### src/rtl/apmc_pkg.sv
// Package for the auto-incrementing pointer memory card.
// Holds operation codes, register indexes, field widths and ROM offsets.
// No dependencies.
package apmc_pkg;

	localparam int unsigned OPCODE_W   = 2;
	localparam int unsigned ADDR_W     = 11;
	localparam int unsigned BYTE_W     = 8;
	localparam int unsigned ROM_ADDR_W = 13;
	localparam int unsigned REG_IDX_W  = 4;
	localparam int unsigned PTR_W      = 24;
	localparam int unsigned CFG_IDX_W  = 2;
	localparam int unsigned SLOT_W     = 3;

	// bus operations
	typedef enum logic [OPCODE_W-1:0] {
		OP_REG_RD   = 2'd0,
		OP_REG_WR   = 2'd1,
		OP_SLOT_ROM = 2'd2,
		OP_EXP_ROM  = 2'd3
	} op_t;

	// register window
	localparam logic [REG_IDX_W-1:0] REG_PTR_LO  = 4'd0;
	localparam logic [REG_IDX_W-1:0] REG_PTR_MID = 4'd1;
	localparam logic [REG_IDX_W-1:0] REG_PTR_HI  = 4'd2;
	localparam logic [REG_IDX_W-1:0] REG_RAM     = 4'd3;
	localparam logic [REG_IDX_W-1:0] REG_BANK    = 4'd15;

	// configuration register indexes
	localparam logic [CFG_IDX_W-1:0] CFG_BANK_HIGH = 2'd0;
	localparam logic [CFG_IDX_W-1:0] CFG_ALT_MODE  = 2'd1;
	localparam logic [CFG_IDX_W-1:0] CFG_SLOT      = 2'd2;

	localparam logic [BYTE_W-1:0] BANK_HIGH_RST = 8'hF0;
	localparam logic [SLOT_W-1:0] SLOT_RST      = 3'd1;
	localparam logic [BYTE_W-1:0] RAM_FILL      = 8'hFF;

	// ROM map
	localparam logic [ROM_ADDR_W-1:0] SLOT_BANK_OFS = 13'h1000;
	localparam logic [ROM_ADDR_W-1:0] EXP_ROM_BASE  = 13'h0800;
	localparam logic [ROM_ADDR_W-1:0] EXP_BANK_BASE = 13'h1800;

	// command from the bus decoder to the register window
	typedef struct packed {
		logic                 wr;   // plain register or pointer byte write
		logic                 adv;  // data port access, bump live pointer
		logic [REG_IDX_W-1:0] idx;
		logic [BYTE_W-1:0]    data;
	} reg_cmd_t;

endpackage

### src/rtl/apmc_regs.sv
// Register window of the memory card: base and live pointers, pointer mirror
// bytes, plain storage bytes. Depends on apmc_pkg.
module apmc_regs import apmc_pkg::*; (
	input  logic              clk,
	input  logic              arst_n,
	input  reg_cmd_t          cmd,
	input  logic [BYTE_W-1:0] bank_high_bits,
	output logic [PTR_W-1:0]  live_ptr,
	output logic [BYTE_W-1:0] rd_byte,
	output logic              bank_bit
);

	logic [PTR_W-1:0]  base_q;
	logic [PTR_W-1:0]  live_q;
	logic [BYTE_W-1:0] regs_q [16];
	logic [PTR_W-1:0]  base_nxt;
	logic [PTR_W-1:0]  live_inc;

	// byte insert into the base pointer
	always_comb begin
		base_nxt = base_q;
		case (cmd.idx)
			REG_PTR_LO:  base_nxt[7:0]   = cmd.data;
			REG_PTR_MID: base_nxt[15:8]  = cmd.data;
			REG_PTR_HI:  base_nxt[23:16] = cmd.data;
			default:     base_nxt        = base_q;
		endcase
	end

	assign live_inc = live_q + PTR_W'(1);

	always_ff @(posedge clk or negedge arst_n) begin
		if (!arst_n) begin
			base_q <= '0;
			live_q <= '0;
			for (int i = 0; i < 16; i++) begin
				regs_q[i] <= '0;
			end
		end else if (cmd.adv) begin
			// data port access: step the live pointer and refresh the mirror
			live_q              <= live_inc;
			regs_q[REG_PTR_LO]  <= live_inc[7:0];
			regs_q[REG_PTR_MID] <= live_inc[15:8];
			regs_q[REG_PTR_HI]  <= live_inc[23:16] | bank_high_bits;
		end else if (cmd.wr) begin
			if (cmd.idx <= REG_PTR_HI) begin
				base_q              <= base_nxt;
				live_q              <= base_nxt;
				regs_q[REG_PTR_LO]  <= base_nxt[7:0];
				regs_q[REG_PTR_MID] <= base_nxt[15:8];
				regs_q[REG_PTR_HI]  <= base_nxt[23:16] | bank_high_bits;
			end else begin
				regs_q[cmd.idx] <= cmd.data;
			end
		end
	end

	assign live_ptr = live_q;
	assign rd_byte  = regs_q[cmd.idx];
	assign bank_bit = regs_q[REG_BANK][0];

endmodule

### config.mk
export PLATFORM = sky130hd
export DESIGN_NAME = apmc_regs
export DESIGN_NICKNAME = d
export VERILOG_FILES = /design/src/rtl/apmc_pkg.sv /design/src/rtl/apmc_regs.sv
export SDC_FILE = /design/constraint.sdc
export NUM_CORES = 1
export LEC_CHECK = 0
export BUFFER_PORTS_ARGS = -buffer_cell sky130_fd_sc_hd__buf_2
export CAP_MARGIN = 20
export CORE_MARGIN = 2
export CORE_UTILIZATION = 25
export CTS_CLUSTER_DIAMETER = 200
export DETAILED_ROUTE_END_ITERATION = 7
export HOLD_SLACK_MARGIN = 0.05
export MAX_ROUTING_LAYER = met4
export PLACE_DENSITY = 0.39
export SYNTH_ARGS = -nofsm -noshare
export SYNTH_HDL_FRONTEND = slang
export SYNTH_SLANG_ARGS = --single-unit
### constraint.sdc
create_clock -name clk -period 3.15 [get_ports clk]
set_input_delay 0.63 -clock clk [delete_from_list [all_inputs] [get_ports clk]]
set_output_delay 0.63 -clock clk [all_outputs]
set_load 0.05 [all_outputs]
==> impl_metrics.json <==
{
  "outcome": "completed",
  "path_max_fanout": 12,
  "synth_area_leader_cell": "dfrtp_1",
  "r2r_slack_ps": 970,
  "grt_max_degree": 70,
  "finalSetupViolCount": 0,
  "cts.clk_slew.worst_paths_ps": 60,
  "grt-ovfl-total": 0,
  "diodes": 0,
  "clock_skew_ps": 7.786,
  "postSynthCellCount": 665,
  "core_area_sq_um": 34370,
  "power_leakage_nw": 4.485,
  "ant_nets": 0,
  "hold_viol": 0,
  "worstMarginPinSlew_ps": 610.3,
  "ys_ff_latch": 176,
  "drt_iter0_drc": 272,
  "n_fill_cell": 3527,
  "r2r-end": "live_ptr[22]$_DFFE_PN0P_",
  "rr_worst_depth": 6,
  "first_global_vias": 6060,
  "port_buffers": 56,
  "synth_fp_nets": 690,
  "ctsRootBufferMaster": "clkbuf_16",
  "cts.repair.resized": 0,
  "slew_headroom_pct": 59.31,
  "cts_tree": "yes",
  "period_share_pct": 93.78,
  "synthTopCellsByCount": "176 x dfrtp_1, 122 x mux2_2, 42 x nand2_1",
  "grt_pass1_wl_microns": 40230,
  "dieArea_sq_um": 36310,
  "synth_ff_type": "dfrtp_1",
  "synth-seq-area-share_pct": 50.63,
  "hpwl_microns": 18480,
  "arrival_ps": 2320,
  "path_class": "primary input to output pin",
  "rsz0062_at_grt": "false",
  "reg2reg_from": "live_ptr[0]$_DFFE_PN0P_",
  "hp-class": "primary input to async pin",
  "yosysTopAreaCellShare_pct": 50.63,
  "fp.dieH_microns": 190.5,
  "synth.area.top_cells": "dfrtp_1 51%, mux2_2 16%, mux4_2 10%, mux2i_1 2.2%, o21ai_0 1.8%",
  "dr.pass1.iters": 5,
  "drc": 0,
  "vias": 5680,
  "synth_warnings": 0,
  "area_growth_pct": 16.09,
  "final_net_count": 742,
  "start_util_pct": 25.31,
  "max_freq_mhz": 338.5,
  "clk_path_buf_depth": 2,
  "synth-edff-count": 0,
  "synth-async-reset-ratio_pct": 100.0,
  "timing.hold.ws_ps": 171.2,
  "synth.distinct_cells": 54,
  "cp_slowest_stage_delay_ps": 550,
  "routedWlPerCell_microns": 22.17,
  "rows": 68,
  "power-per-cell-area_nw_per_um2": 652.7,
  "numCtsBuffers": 17,
  "cp_cell_sequence": "buf_2 > buf_4 > mux4_2 > mux4_2 > buf_2",
  "end_kind": "output pin",
  "maxCapViolations": 0,
  "yosysMostFrequentCell": "dfrtp_1",
  "crit_slowest_cell": "mux4_2",
  "ir_worst_vdd_uv": 379.1,
  "die_x_microns": 190.5,
  "drive_above_1_share_pct": 39.64,
  "clk_latency_ps": 430,
  "wirelength_microns": 26250,
  "setup_tns_ps": 0,
  "io_pins": 57,
  "finalMaxSlewViolations": 0,
  "gp_congestion": 0.7527,
  "cts.sinks": 176,
  "drt-vias-per-instance": 4.797,
  "cts_hold_buf": 0,
  "postSynthAreaPerCell_sq_um": 13.08,
  "syn_area_sq_um": 8700,
  "fin_crit_ps": 2954,
  "antenna_found_initial": 3,
  "cts_setup_buffers": 0,
  "grt_usage_pct": 15.61,
  "htreeDepth": 4,
  "critPathRequiredTime_ps": 2520,
  "critPathLaunchType": "primary input"
}
[layout by cell type, fill, tap and decap left out, types with 9 or more instances in the layout]
cell type    n
nand2_1     42
o21ai_0     32
o22ai_1      9
a21o_1      11
mux4_2      40
nand3_1     12
buf_2       55
nor2_1      36
mux2_1       9
and3_1       9
dfrtp_1    176
buf_4       19
clkbuf_16   17
mux2_2     122
mux2i_1     19
[critical path: cells and delay by family]
family | cells | cell delay (ps)
mux | 2 | 1040
buf+inv | 3 | 640
[area by class of cell]
| type | instances | area (sq um) | share of cell area, % |
|---|---|---|---|
| Inverter | 6 | 22.52 | 0.2230 |
| Sequential cell | 176 | 4404 | 43.61 |
| Clock inverter | 11 | 106.4 | 1.053 |
| Timing Repair Buffer | 80 | 529.3 | 5.240 |
| Tap cell | 455 | 569.3 | 5.637 |
| Multi-Input combinational cell | 436 | 4031 | 39.92 |
| Clock buffer | 20 | 436.7 | 4.324 |
[stage by stage]
step           worst slack [ps]  cell area (sq um)  power (mW)  utilization [%]  std cells
2_1_floorplan             349.8               8700       4.080                -        665
3_3_place_gp              202.9               9557       4.596            27.80       1153
3_5_place_dp              184.9               9557       4.615            27.80       1153
4_1_cts                   181.3              10100       6.676            29.38       1184
5_1_grt                   131.2              10100       6.925            29.38       1184
6_report                  195.8              10100       6.592            29.38       1184
[how the worst max path moves through the flow]
| stage | cells past startpoint | slack, ps | startpoint | endpoint |
|---|---|---|---|---|
| after global placement | 5 | 200 | cmd[8] | rd_byte[7] |
| final | 5 | 200 | cmd[8] | rd_byte[6] |
| after floorplan | 4 | 350 | cmd[8] | rd_byte[0] |
| after detailed placement | 5 | 180 | cmd[8] | rd_byte[7] |
| after CTS | 5 | 180 | cmd[8] | rd_byte[7] |
| after global routing | 5 | 130 | cmd[8] | rd_byte[5] |
[sequential cells by signal, indices dropped and copies added, names as in the netlist]
register,cells
regs_q,127
bank_bit,1
base_q,24
live_ptr,24
[power breakdown]
| group | total [mW] | internal (mW) | switching, mW |
|---|---|---|---|
| Sequential | 3.06 | 2.68 | 0.382 |
| Clock | 2.03 | 1.09 | 0.935 |
| Combinational | 1.50 | 0.642 | 0.863 |
[cells by family (layout without fill, tap and decap cells)]
logic type / after synthesis / count (layout) / share of synthesized area [%]
adder cells (fa/ha/maj): 1 / 1 / 0.1438
AO/OA/AOI/OAI: 84 / 84 / 6.127
multiplexers: 190 / 190 / 29.50
AND/OR/NAND/NOR: 146 / 146 / 8.917
flip-flops: 176 / 176 / 50.63
buffers and inverters: 53 / 117 / 3.178
XOR/XNOR: 15 / 15 / 1.510
[metal layers]
layer  vias up  track usage, %  share of wire [%]
li1       2550               -                  -
met1      2997           21.51                 49
met2       109           23.76                 46
met3        24           2.816                3.4
met4         0           3.936                1.4
met5         -               -                  0
(Power assumes the default switching activity.)
